### src/tns_pkg.sv
// Shared types, codes and the note period table of the tone note sequencer.
package tns_pkg;

  // Request kinds carried in the mode field.
  typedef enum logic [1:0] {
    MODE_TICK  = 2'd0,
    MODE_NOTE  = 2'd1,
    MODE_SCALE = 2'd2,
    MODE_STOP  = 2'd3
  } mode_t;

  // Playback state, one-hot.
  typedef enum logic [2:0] {
    PLAY_IDLE   = 3'b001,
    PLAY_SINGLE = 3'b010,
    PLAY_SERIES = 3'b100
  } play_t;

  // Codes shown on the play_state result field.
  localparam logic [1:0] PS_IDLE   = 2'd0;
  localparam logic [1:0] PS_SINGLE = 2'd1;
  localparam logic [1:0] PS_SCALE  = 2'd2;

  localparam int unsigned NUM_OCTAVES = 9;
  localparam int unsigned NUM_NOTES   = 7;
  localparam logic [2:0]  MAX_NOTE    = 3'd6;
  localparam logic [3:0]  MAX_OCTAVE  = 4'd8;
  localparam logic [15:0] ELAPSED_MAX = 16'hFFFF;

  // One request as it arrives on the input channel.
  typedef struct packed {
    mode_t       mode;
    logic [2:0]  note;
    logic [3:0]  octave;
    logic [15:0] note_ticks;
  } in_t;

  // One result item.
  typedef struct packed {
    logic        tone_on;
    logic [12:0] period;
    logic [11:0] compare;
    logic [1:0]  play_state;
    logic [2:0]  scale_step;
    logic        rejected;
  } out_t;

  // PWM auto-reload values, one row per octave, Do..Si along each row.
  localparam logic [12:0] PERIOD_TBL [NUM_OCTAVES][NUM_NOTES] = '{
    '{13'd8164, 13'd7273, 13'd6477, 13'd6101, 13'd5433, 13'd4840, 13'd4314},
    '{13'd4082, 13'd3636, 13'd3238, 13'd3050, 13'd2716, 13'd2420, 13'd2157},
    '{13'd2040, 13'd1817, 13'd1618, 13'd1524, 13'd1357, 13'd1209, 13'd1077},
    '{13'd1020, 13'd908,  13'd808,  13'd762,  13'd678,  13'd604,  13'd538},
    '{13'd510,  13'd454,  13'd404,  13'd381,  13'd339,  13'd302,  13'd270},
    '{13'd254,  13'd226,  13'd201,  13'd190,  13'd169,  13'd150,  13'd134},
    '{13'd126,  13'd112,  13'd100,  13'd94,   13'd84,   13'd75,   13'd67},
    '{13'd62,   13'd56,   13'd49,   13'd46,   13'd41,   13'd37,   13'd33},
    '{13'd30,   13'd27,   13'd24,   13'd23,   13'd20,   13'd18,   13'd16}
  };

  // Period of one note; zero for a note or octave outside the table.
  function automatic logic [12:0] period_lookup(input logic [3:0] oct,
                                                input logic [2:0] nt);
    logic [12:0] val;
    val = 13'd0;
    if (oct <= MAX_OCTAVE && nt <= MAX_NOTE) begin
      val = PERIOD_TBL[oct][nt];
    end
    return val;
  endfunction

endpackage

### src/tns_core.sv
// Playback state registers and the per-request update logic of the sequencer.
module tns_core import tns_pkg::*; (
  input  logic clk,
  input  logic rst_n,
  input  logic fire,
  input  in_t  req,
  output out_t res
);

  play_t       play_r, play_nxt;
  logic [15:0] elapsed_r, elapsed_nxt;
  logic [15:0] note_len_r, note_len_nxt;
  logic [3:0]  sc_oct_r, sc_oct_nxt;
  logic [2:0]  sc_idx_r, sc_idx_nxt;
  logic [12:0] period_r, period_nxt;
  logic [15:0] elapsed_inc;
  logic        note_bad;
  logic        oct_bad;
  logic        rejected;

  assign elapsed_inc = (elapsed_r == ELAPSED_MAX) ? elapsed_r : elapsed_r + 16'd1;
  assign note_bad    = req.note > MAX_NOTE;
  assign oct_bad     = req.octave > MAX_OCTAVE;

  // Next playback state for the request at hand.
  always_comb begin
    play_nxt     = play_r;
    elapsed_nxt  = elapsed_r;
    note_len_nxt = note_len_r;
    sc_oct_nxt   = sc_oct_r;
    sc_idx_nxt   = sc_idx_r;
    period_nxt   = period_r;
    rejected     = 1'b0;
    case (req.mode)
      MODE_TICK: begin
        elapsed_nxt = elapsed_inc;
        if (play_r != PLAY_IDLE && elapsed_inc >= note_len_r) begin
          if (play_r == PLAY_SERIES && sc_idx_r < MAX_NOTE) begin
            // Move on to the next note of the scale.
            sc_idx_nxt  = sc_idx_r + 3'd1;
            period_nxt  = period_lookup(sc_oct_r, sc_idx_r + 3'd1);
            elapsed_nxt = 16'd0;
          end else begin
            play_nxt   = PLAY_IDLE;
            sc_idx_nxt = 3'd0;
          end
        end
      end
      MODE_NOTE: begin
        if (note_bad || oct_bad) begin
          rejected = 1'b1;
        end else begin
          period_nxt   = period_lookup(req.octave, req.note);
          play_nxt     = PLAY_SINGLE;
          sc_idx_nxt   = 3'd0;
          elapsed_nxt  = 16'd0;
          note_len_nxt = req.note_ticks;
        end
      end
      MODE_SCALE: begin
        if (oct_bad) begin
          rejected = 1'b1;
        end else begin
          sc_oct_nxt   = req.octave;
          sc_idx_nxt   = 3'd0;
          note_len_nxt = req.note_ticks;
          period_nxt   = period_lookup(req.octave, 3'd0);
          play_nxt     = PLAY_SERIES;
          elapsed_nxt  = 16'd0;
        end
      end
      default: begin
        // Stop request.
        play_nxt   = PLAY_IDLE;
        sc_idx_nxt = 3'd0;
      end
    endcase
  end

  // Result fields follow the state as it stands after this request.
  always_comb begin
    res.tone_on    = (play_nxt != PLAY_IDLE);
    res.period     = period_nxt;
    res.compare    = period_nxt[12:1];
    res.rejected   = rejected;
    res.scale_step = 3'd0;
    case (play_nxt)
      PLAY_SINGLE: res.play_state = PS_SINGLE;
      PLAY_SERIES: begin
        res.play_state = PS_SCALE;
        res.scale_step = sc_idx_nxt;
      end
      default: res.play_state = PS_IDLE;
    endcase
  end

  // State registers advance once per processed request.
  always_ff @(posedge clk) begin
    if (!rst_n) begin
      play_r     <= PLAY_IDLE;
      elapsed_r  <= 16'd0;
      note_len_r <= 16'd0;
      sc_oct_r   <= 4'd0;
      sc_idx_r   <= 3'd0;
      period_r   <= 13'd0;
    end else if (fire) begin
      play_r     <= play_nxt;
      elapsed_r  <= elapsed_nxt;
      note_len_r <= note_len_nxt;
      sc_oct_r   <= sc_oct_nxt;
      sc_idx_r   <= sc_idx_nxt;
      period_r   <= period_nxt;
    end
  end

endmodule

### src/tone_note_sequencer_unit.sv
// Top level of the tone note sequencer: input register, update logic, result register.
//
// Buzzer tone sequencer. Each request is a one-millisecond tick, a play-note,
// a play-scale or a stop. Every request yields exactly one result with the
// buzzer enable, the PWM period and half-period compare, the playback state,
// the scale step and a flag for a refused request. The block takes one request
// per clock cycle while the output side does not stall; a request is held in
// the input register, and its result is then presented from the result
// register. Both registers hold while the output side stalls, and the input
// side keeps taking requests as long as either register has room.
module tone_note_sequencer_unit import tns_pkg::*; (
  input  logic clk,
  input  logic rst_n,
  input  logic in_valid,
  output logic in_ready,
  input  in_t  in_data,
  output logic out_valid,
  input  logic out_ready,
  output out_t out_data
);

  in_t  req_r;
  logic req_vld_r;
  out_t res_r;
  logic out_vld_r;
  out_t res;
  logic out_load;
  logic fire;

  // A held request moves to the result register whenever that register frees up.
  assign out_load = !out_vld_r || out_ready;
  assign fire     = req_vld_r && out_load;
  assign in_ready = !req_vld_r || out_load;

  tns_core u_core (
    .clk   (clk),
    .rst_n (rst_n),
    .fire  (fire),
    .req   (req_r),
    .res   (res)
  );

  // Input register.
  always_ff @(posedge clk) begin
    if (!rst_n) begin
      req_vld_r <= 1'b0;
    end else if (in_ready) begin
      req_vld_r <= in_valid;
    end
  end

  always_ff @(posedge clk) begin
    if (in_ready && in_valid) begin
      req_r <= in_data;
    end
  end

  // Result register.
  always_ff @(posedge clk) begin
    if (!rst_n) begin
      out_vld_r <= 1'b0;
    end else if (out_load) begin
      out_vld_r <= req_vld_r;
    end
  end

  always_ff @(posedge clk) begin
    if (fire) begin
      res_r <= res;
    end
  end

  assign out_valid = out_vld_r;
  assign out_data  = res_r;

  // A processed request always lands in the result register.
  a_fire_fills: assert property (@(posedge clk) disable iff (!rst_n)
    fire |=> out_vld_r)
    else $error("processed request did not reach the result register");

  // A taken result with nothing behind it leaves the output empty.
  a_drain: assert property (@(posedge clk) disable iff (!rst_n)
    (out_vld_r && out_ready && !req_vld_r) |=> !out_vld_r)
    else $error("result shown twice");

  // Ticks and stops are never refused.
  a_no_reject: assert property (@(posedge clk) disable iff (!rst_n)
    (fire && (req_r.mode == MODE_TICK || req_r.mode == MODE_STOP)) |=> !res_r.rejected)
    else $error("tick or stop flagged as rejected");

  // An idle result shows no tone and no scale step.
  a_idle_quiet: assert property (@(posedge clk) disable iff (!rst_n)
    (out_vld_r && res_r.play_state == PS_IDLE) |-> (!res_r.tone_on && res_r.scale_step == 3'd0))
    else $error("idle result with tone or scale step");

endmodule

### config.mk
export PLATFORM = sky130hd
export DESIGN_NAME = tone_note_sequencer_unit
export DESIGN_NICKNAME = d
export VERILOG_FILES = /design/src/tns_pkg.sv /design/src/tns_core.sv /design/src/tone_note_sequencer_unit.sv
export SDC_FILE = /design/constraint.sdc
export NUM_CORES = 1
export LEC_CHECK = 0
export ABC_CLOCK_PERIOD_IN_PS = 4150
export BUFFER_PORTS_ARGS = -buffer_cell sky130_fd_sc_hd__buf_2
export CORE_UTILIZATION = 63
export CTS_BUF_LIST = sky130_fd_sc_hd__clkbuf_4
export CTS_CLUSTER_SIZE = 12
export DETAILED_ROUTE_END_ITERATION = 6
export PLACE_DENSITY = 0.83
export SETUP_SLACK_MARGIN = 0.05
export SLEW_MARGIN = 20
export SYNTH_ARGS = -nofsm -noshare
export SYNTH_HDL_FRONTEND = slang
export SYNTH_SLANG_ARGS = --single-unit
### constraint.sdc
create_clock -name clk -period 4.15 [get_ports clk]
set_input_delay 0.83 -clock clk [delete_from_list [all_inputs] [get_ports clk]]
set_output_delay 0.83 -clock clk [all_outputs]
set_load 0.02 [all_outputs]
==> flow_metrics.tcl, run 1 <==
set metrics [dict create \
    outcome "finished clean" \
    worstPathArrival_ns 4.28 \
    cts_made_buffers 9 \
    h-tree-depth 3 \
    vias 7696 \
    syn_to_final_growth_pct 7.59 \
    ys_seq_elements 102 \
    synth_ff_type "dfxtp_1" \
    cap_violations 0 \
    end_kind "flip-flop" \
    fmaxAchievable_mhz 256 \
    setup_violations 0 \
    multi_input_area_um2 4800 \
    clockRootBuffer "clkbuf_4" \
    skew_ns 0.0272 \
    tritoncts "built" \
    timing.final.ws_setup_ns 0.247 \
    post-route-min-period_ns 3.90 \
    ctsHoldBuffers 0 \
    grt_pass1_vias 6774 \
    antennaDiodeCount 0 \
    tns_ns 0 \
    ir_worst_vdd_uv 334 \
    relSlewSlack 0.345 \
    die_area_um2 12900 \
    synthCells 964 \
    die_h_um 114 \
    syn_avg_cell_area_um2 8.13 \
    design_area_um2 8430 \
    firstDrtPassIters 5 \
    core.rowCount 40 \
    via_per_inst 6.61 \
    finalPower_mw 2.22 \
    post-route-util 0.699 \
    clk_pin_slew_ns 0.15 \
    drive_gt1_frac 0.159 \
    tightest_slew_ns 0.981 \
    crit_fanout 14 \
    start_util 0.650 \
    cts.sinks 102 \
    p_per_area_nw_per_um2 264 \
    drt_iter0_markers 1028 \
    fill_cells 1019 \
    hp-class "flip-flop to flip-flop" \
    post-route-period-util 0.940 \
    clock_path_buffers 2 \
    seqCellArea_um2 2490 \
    crit_type "flip-flop to flip-flop" \
    core_um2 12100 \
    io_pins 63 \
    postPlaceCellArea_um2 8200 \
    route.detailed.wl_per_inst_um 18.4 \
    synth_edf_count 45 \
    p_leak_nw 3.20 \
    hold_viol_final 0 \
    yosysUniqueCellTypes 81 \
    postRouteAntennaNets 0 \
    grt_usage 0.334 \
    async_flop_share 0 \
    yosys_warnings 0 \
    drc 0 \
    syn-num-nets 1030 \
    antenna_found_initial 1 \
    slew_viol_final 0 \
    fp.dieW_um 114 \
    gp_congestion 1.01 \
    startpoint_type "flip-flop" \
    syn-cell-area_um2 7840 \
    dp_hpwl_um 15200 \
    grt_pass1_wl_um 34000 \
    finalWirelength_um 21400 \
    grt_max_degree 49 \
    numPortBuffers 62 \
    required_ns 4.52 \
    yosysSeqAreaShare 0.318 \
    worstSkewPairLatency_ns 0.51 \
    post-place-ws_ns 0.135 \
    final_net_count 1058 \
    overflow 0 \
]
==> cell type report <==
class                   instances  area share
clock buffers                  10     0.00891
clock inverters                 6     0.00861
inverters                      48      0.0214
multi-input cells             730       0.569
flip-flops and latches        102       0.296
well taps                     168      0.0249
repair buffers                101      0.0715
==> synthesized netlist by cell type, types with 12 or more instances <==
library cell | number | area [um^2]
nand4_1 | 12 | 75.1
clkbuf_1 | 43 | 161
inv_1 | 47 | 176
edfxtp_1 | 45 | 1350
a22oi_1 | 12 | 90.1
nand2_1 | 92 | 345
dfxtp_1 | 57 | 1140
nor2_1 | 56 | 210
nor2b_1 | 36 | 225
o21ai_0 | 65 | 325
buf_4 | 15 | 113
nand3_1 | 32 | 160
nand2b_1 | 24 | 150
a31oi_1 | 15 | 93.8
a21boi_0 | 25 | 188
buf_2 | 19 | 95.1
nor3_1 | 19 | 95.1
ha_1 | 37 | 463
o211ai_1 | 18 | 135
a21oi_1 | 75 | 375
==> state kept, by name, indices dropped and copies added (netlist names) <==
signal,count
req_r,25
out_data,20
u_core.elapsed_r,16
u_core.note_len_r,16
u_core.period_r,13
u_core.sc_oct_r,4
u_core.play_r,3
u_core.sc_idx_r,3
out_valid,1
req_vld_r,1
==> power by group <==
part,switching [mW],internal (mW)
logic,0.346,0.202
clock network,0.346,0.196
registers,0.0364,1.10
total,0.728,1.50
==> layout by cell type, fill, tap and decap left out, types with 14 or more instances in the layout <==
cell type	n
o21ai_0	65
nand3_1	32
nor3_1	19
nor2b_1	36
a21oi_1	75
a21boi_0	25
o211ai_1	18
buf_2	62
a31oi_1	14
nand2_1	91
nand2b_1	24
buf_4	39
dfxtp_1	57
edfxtp_1	45
ha_1	37
nor2_1	56
inv_1	47
==> final timing paths <==
path | slack, ns | cells past startpoint | end | startpoint
min | 0.47 | 2 | u_core.note_len_r[14] | u_core.note_len_r[14]
max reg2reg | 0.25 | 16 | out_data[21] | u_core.elapsed_r[3]
max | 0.25 | 16 | out_data[21] | u_core.elapsed_r[3]
min reg2reg | 0.47 | 2 | u_core.note_len_r[14] | u_core.note_len_r[14]
==> logic make-up (layout without fill, tap and decap cells) <==
logic type | after synthesis | count (layout) | share of synthesized area
compound gates | 347 | 347 | 0.306
simple gates | 316 | 316 | 0.203
buf+inv | 132 | 165 | 0.0746
flops | 102 | 102 | 0.318
fa+ha+maj | 37 | 37 | 0.0591
mux | 19 | 19 | 0.0275
xor+xnor | 11 | 11 | 0.0123
==> routing by layer <==
| layer | vias to the layer above | global-route usage | wire (um) |
|---|---|---|---|
| met3 | 79 | 0.0850 | 2260 |
| met4 | 0 | 0.141 | 711 |
| met2 | 484 | 0.538 | 9760 |
| met1 | 3518 | 0.427 | 8660 |
| met5 | - | 0 | 0 |
| li1 | 3615 | - | - |
==> per-stage QoR <==
stage | instances | hold slack, ns
2_1_floorplan | 964 | 0.443
3_5_place_dp | 1143 | 0.456
5_1_grt | 1165 | 0.459
3_3_place_gp | 1143 | 0.451
4_1_cts | 1159 | 0.472
6_report | 1165 | 0.473
==> what timing repair did <==
item,4_1_cts,5_1_grt
endpoints found under the setup margin,0,34
setup buffers,0,6
resized for setup,0,6
==> critical path: stages (launching register included) <==
cell and delay [ns]:
dfxtp_1 0.47, nand4_1 0.12, buf_4 0.17, nor3_2 0.22
buf_4 0.17, nand4_1 0.12, mux2_2 0.31, ha_1 0.31
nand4_1 0.14, nor3_1 0.30, nand4b_1 0.26, buf_4 0.23
nand3_4 0.17, buf_4 0.17, o2111ai_1 0.23, a21oi_1 0.23
o22a_1 0.15
(Power assumes the default switching activity.)
==> run 2: changes to the inputs <==
--- a/config.mk
+++ b/config.mk
@@ -5,13 +5,13 @@
 export SDC_FILE = /design/constraint.sdc
 export NUM_CORES = 1
 export LEC_CHECK = 0
-export ABC_CLOCK_PERIOD_IN_PS = 4150
+export ABC_CLOCK_PERIOD_IN_PS = 4900
 export BUFFER_PORTS_ARGS = -buffer_cell sky130_fd_sc_hd__buf_2
-export CORE_UTILIZATION = 63
+export CORE_UTILIZATION = 68
 export CTS_BUF_LIST = sky130_fd_sc_hd__clkbuf_4
 export CTS_CLUSTER_SIZE = 12
 export DETAILED_ROUTE_END_ITERATION = 6
-export PLACE_DENSITY = 0.83
+export PLACE_DENSITY_LB_ADDON = 0.15
 export SETUP_SLACK_MARGIN = 0.05
 export SLEW_MARGIN = 20
 export SYNTH_ARGS = -nofsm -noshare
==> constraint.sdc (replaced) <==
create_clock -name clk -period 4.9 [get_ports clk]
set_input_delay 0.98 -clock clk [delete_from_list [all_inputs] [get_ports clk]]
set_output_delay 0.98 -clock clk [all_outputs]
set_load 0.02 [all_outputs]
==> run 2 against run 1 <==
  * Cell area shrank 3.0%
  * Count of clock-buffer cells in the layout shrank 1
  * First-iteration DRC count grew 16%
  * Sequential share of layout area grew 0.92 points
  * Clock power shrank 12%
  * Non-clock buffer count shrank 27
  * Critical endpoint is now out_data[2]
==> flow_metrics.tcl, run 2 (synthesis results as in run 1) <==
set metrics [dict create \
    cp.buffers_inverters 0 \
    layout_commonest_cell "nand2_1" \
    gp_congestion 0.944 \
    r2r_cells 14 \
    antenna_found_initial 0 \
    skew_ns 0.0215 \
    rsz0062_at_grt "true" \
    finalWirelength_um 21900 \
    tritoncts "built" \
    tightest_slew_ns 1.09 \
    crit_path_top_delay_cell "dfxtp_1" \
    grt_usage 0.372 \
    r2r_slack_ns 0.49 \
    drive_gt1_frac 0.133 \
    slew_viol_final 0 \
    p_comb_frac 0.231 \
    cpMostUsedCell "nor3_1" \
    end_kind "flip-flop" \
    route.detailed.wl_per_inst_um 19.7 \
    switching_share 0.354 \
    syn_to_final_growth_pct 4.34 \
    die_h_um 109 \
    worstHoldEndpoint "u_core.note_len_r[1]" \
    p_per_area_nw_per_um2 229 \
    relSlewSlack 0.272 \
    io_pins 63 \
    crit_type "flip-flop to flip-flop" \
    postCtsSetupBuffers 0 \
    worstHoldStart "u_core.note_len_r[1]" \
    p_int_mw 1.21 \
    outcome "finished clean" \
    seq_power_share 0.516 \
    crit_fanout 19 \
    p_leak_nw 3.05 \
    layout_common_cells "92 x nand2_1, 75 x a21oi_1, 65 x o21ai_0" \
    power_frac_clock 0.253 \
    dp_hpwl_um 15500 \
    core.rowCount 38 \
    hold_viol_final 0 \
    postRouteAntennaNets 0 \
    cpPeakStageDelay_ns 0.48 \
    fmaxAchievable_mhz 227 \
    cap_violations 0 \
    clock_path_buffers 2 \
    vias 7700 \
    post-route-period-util 0.899 \
    firstDrtPassIters 6 \
    largest_reg_flops 25 \
    overflow 0 \
    r2r-start "u_core.elapsed_r[3]" \
    cts_made_buffers 9 \
    hp-class "flip-flop to flip-flop" \
    whs_ns 0.484 \
    antennaDiodeCount 0 \
    worstPathArrival_ns 4.74 \
    grt_pass1_wl_um 34700 \
    post-route-min-period_ns 4.41 \
    fp.dieW_um 109 \
    tns_ns 0 \
    core_um2 11000 \
    setup_violations 0 \
    clockRootBuffer "clkbuf_4" \
    worstSkewPairLatency_ns 0.51 \
    startpoint_type "flip-flop" \
    top_register "req_r" \
    worstSetupStartpoint "u_core.elapsed_r[3]" \
    path_cells "nand4_1 > nor3_2 > nand2_1 > nand2b_1 > nor3_1 > xor2_1 > ha_1 > a21oi_1 > nor3_1 > a2111oi_4 > nand3_4 > a31o_1 > a21o_1 > nor4_1" \
    clk_pin_slew_ns 0.19 \
    path_delay_family "simple AND/OR/NAND/NOR gates" \
    grt_max_degree 62 \
    h-tree-depth 3 \
    ir_worst_vdd_uv 241 \
    post-route-util 0.741 \
    required_ns 5.23 \
    p_switching_mw 0.662 \
    final_net_count 1031 \
    start_util 0.710 \
    drt_iter0_markers 1188 \
    via_per_inst 6.94 \
    r2r-end "out_data[2]" \
    drc 0 \
    die_area_um2 12000 \
    hold_depth 2 \
    cts.sinks 102 \
    grt_pass1_vias 6820 \
    numPortBuffers 62 \
]
run 2: cell count changes in the layout (fill, tap and decap cells not counted), sizes merged:
cell,before,now
inv,48,50
clkbuf,10,9
buf,101,74
bufinv,1,0
run 2: worst reg2reg max path: stages (launching register included):
cell       delay, ns
dfxtp_1         0.48
nand4_1         0.31
nor3_2          0.41
nand2_1         0.25
nand2b_1        0.30
nor3_1          0.12
xor2_1          0.16
ha_1            0.31
a21oi_1         0.15
nor3_1          0.09
a2111oi_4       0.46
nand3_4         0.33
a31o_1          0.32
a21o_1          0.23
nor4_1          0.32
run 2: stage by stage:
stage | setup slack, ns | area [um^2] | instances | total power [mW]
floorplan | 1.24 | 7840 | 964 | 1.29
global placement | 0.805 | 8010 | 1094 | 1.38
detailed placement | 0.564 | 8010 | 1094 | 1.40
CTS | 0.470 | 8160 | 1110 | 1.86
global route | 0.0469 | 8180 | 1110 | 1.94
finish | 0.492 | 8180 | 1110 | 1.87
run 2: cell type report:
type,count,area [um^2]
Clock buffer,9,67.6
Clock inverter,7,88.8
Fill cell,856,2860
Inverter,48,180
Multi-Input combinational cell,730,4770
Sequential cell,102,2490
Tap cell,140,175
Timing Repair Buffer,74,400
run 2: worst max path at each step:
stage | slack [ns] | end | depth (start not counted)
4_1_cts | 0.47 | u_core.elapsed_r[13] | 14
6_report | 0.49 | out_data[2] | 14
3_3_place_gp | 0.80 | u_core.elapsed_r[13] | 14
2_1_floorplan | 1.24 | out_data[18] | 16
3_5_place_dp | 0.56 | u_core.elapsed_r[13] | 14
5_1_grt | 0.05 | out_data[30] | 14
run 2: what timing repair did:
item                                   4_1_cts  5_1_grt
endpoints found under the hold margin        0        0
hold buffers                                 0        0
gates resized for setup                      0        2
setup endpoints to repair                    0        2
run 2: per-layer routing:
layer	up-vias	routed length (um)	GRT usage	part of all wire
met2	486	9740	0.562	0.44
met5	-	0	0	0
li1	3567	-	-	-
met1	3576	9350	0.519	0.43
met4	0	713	0.147	0.033
met3	71	2110	0.0782	0.096
run 2: power by group through the flow:
stage                     registers (mW)  logic (mW)  clock network [mW]
final                              0.965       0.431               0.474
after global routing               0.970       0.466               0.504
after CTS                          0.964       0.417               0.475
after detailed placement           0.982       0.416                   0
after global placement             0.980       0.402                   0
after floorplan                    0.982       0.311                   0
==> run 3: changes to the inputs <==
--- a/config.mk
+++ b/config.mk
@@ -11,6 +11,7 @@
 export CTS_BUF_LIST = sky130_fd_sc_hd__clkbuf_4
 export CTS_CLUSTER_SIZE = 12
 export DETAILED_ROUTE_END_ITERATION = 6
+export GPL_TIMING_DRIVEN = 0
 export PLACE_DENSITY_LB_ADDON = 0.15
 export SETUP_SLACK_MARGIN = 0.05
 export SLEW_MARGIN = 20
==> run 3 against run 2 <==
  * Non-clock buffer count is 74 higher
  * Worst hold slack better by 0.0016 ns
  * Die area stayed put
  * The flow now finishes with violations (design-rule violations)
  * Fmax shrank 4.9%
  * Largest power group unchanged
  * Count of clock-buffer cells in the layout is the same
  * Critical path depth is 2 higher
==> flow_metrics.tcl, run 3 (synthesis results as in run 1) <==
set metrics [dict create \
    outcome "finished with violations" \
    violations "design-rule violations" \
    required_ns 5.19 \
    highest_layer "met4" \
    layout_common_cells "92 x nand2_1, 81 x buf_2, 75 x a21oi_1" \
    clock_path_buffers 2 \
    post-route-min-period_ns 4.64 \
    via_per_inst 7.09 \
    layout.cells.non_filler 1185 \
    path_cells "clkbuf_1 > nand4_1 > nor3_4 > nand2_1 > nand2b_1 > clkbuf_2 > nor3_1 > xor2_1 > ha_1 > a21oi_1 > nor3_1 > a2111oi_4 > nand3_4 > a31o_1 > a21o_1 > nor4_2" \
    p_per_area_nw_per_um2 229 \
    post-place-ws_ns 0.499 \
    clk_pin_slew_ns 0.18 \
    cts_made_buffers 9 \
    timing.final.ws_setup_ns 0.264 \
    drt_iter0_markers 1442 \
    dp.cells 1166 \
    top_register "req_r" \
    design_area_um2 8520 \
    core_um2 11000 \
    finalPower_mw 1.95 \
    p_leak_nw 3.24 \
    grt_pass1_wl_um 39300 \
    setup_violations 0 \
    layout_commonest_cell "nand2_1" \
    syn_to_final_growth_pct 8.75 \
    multi_input_area_um2 4770 \
    fmaxAchievable_mhz 216 \
    cap_violations 0 \
    post-route-period-util 0.946 \
    rsz0062_at_grt "false" \
    grt_pass1_vias 7538 \
    seqCellArea_um2 2490 \
    grt_usage 0.433 \
    gp_congestion 1.04 \
    startpoint_type "flip-flop" \
    post-route-util 0.772 \
    postRouteAntennaNets 0 \
    tightest_slew_ns 1.05 \
    hold_viol_final 0 \
    relSlewSlack 0.295 \
    dp_hpwl_um 18700 \
    slew_viol_final 0 \
    h-tree-depth 3 \
    cpMostUsedCell "nor3_1" \
    skew_ns 0.0168 \
    vias 8407 \
    wl_met3_um 3220 \
    antenna_found_initial 1 \
    overflow 0 \
    wl_met1_um 9550 \
    finalWirelength_um 25400 \
    clockRootBuffer "clkbuf_4" \
    cpPeakStageDelay_ns 0.43 \
    ctsHoldBuffers 0 \
    whs_ns 0.486 \
    end_kind "flip-flop" \
    drive_gt1_frac 0.148 \
    die_h_um 109 \
    firstDrtPassIters 7 \
    tns_ns 0 \
    ir_worst_vdd_uv 291 \
    dr_wl_met2_um 11300 \
    fp.dieW_um 109 \
    numPortBuffers 62 \
    hp-class "flip-flop to flip-flop" \
    drc 21 \
    crit_fanout 10 \
    crit_type "flip-flop to flip-flop" \
    core.rowCount 38 \
    worstPathArrival_ns 4.93 \
    worstSkewPairLatency_ns 0.50 \
    final_net_count 1105 \
    crit_path_top_delay_cell "a2111oi_4" \
    io_pins 63 \
    postPlaceCellArea_um2 8320 \
    route.detailed.wl_per_inst_um 21.5 \
    grt_max_degree 29 \
    tritoncts "built" \
    largest_reg_flops 25 \
    die_area_um2 12000 \
    fill_cells 807 \
    cts.sinks 102 \
    start_util 0.710 \
]
run 3: what timing repair did:
action | in CTS | in global routing
setup endpoints to repair | 0 | 6
setup buffers | 0 | 2
gates resized for setup | 0 | 2
run 3: report_power, final:
part           total (mW)  switching [mW]  leakage [nW]  internal [mW]
combinational       0.486           0.320          2.26          0.166
sequential          0.962          0.0305         0.896          0.931
clock               0.502           0.328        0.0901          0.174
total                1.95           0.678          3.24           1.27
run 3: final timing paths:
check	start	to	slack, ns	depth (start not counted)
setup / recovery	u_core.elapsed_r[7]	out_data[4]	0.26	16
hold / removal	u_core.note_len_r[1]	u_core.note_len_r[1]	0.49	2
setup reg to reg	u_core.elapsed_r[7]	out_data[4]	0.26	16
hold reg to reg	u_core.note_len_r[1]	u_core.note_len_r[1]	0.49	2
run 3: layout make-up:
| cell class | instances | share of cell area |
|---|---|---|
| Multi-Input combinational cell | 730 | 0.560 |
| Sequential cell | 102 | 0.293 |
| Buffer | 84 | 0.0474 |
| Timing Repair Buffer | 64 | 0.0382 |
| Inverter | 48 | 0.0211 |
| Tap cell | 140 | 0.0206 |
| Clock inverter | 7 | 0.0120 |
| Clock buffer | 9 | 0.00793 |
| Antenna cell | 1 | 0.000294 |
run 3: per-layer routing:
metal	vias to the layer above	GRT usage
met5	-	0
met4	0	0.248
met3	153	0.0984
met2	716	0.668
met1	3815	0.559
li1	3723	-
run 3: critical path, delay by kind of cell (launching register included):
kind	cells	cell delay [ns]
buffers and inverters	2	0.43
flip-flops	1	0.34
adder cells (fa/ha/maj)	1	0.31
XOR/XNOR	1	0.26
AO/OA/AOI/OAI	4	1.15
AND/OR/NAND/NOR	8	1.90
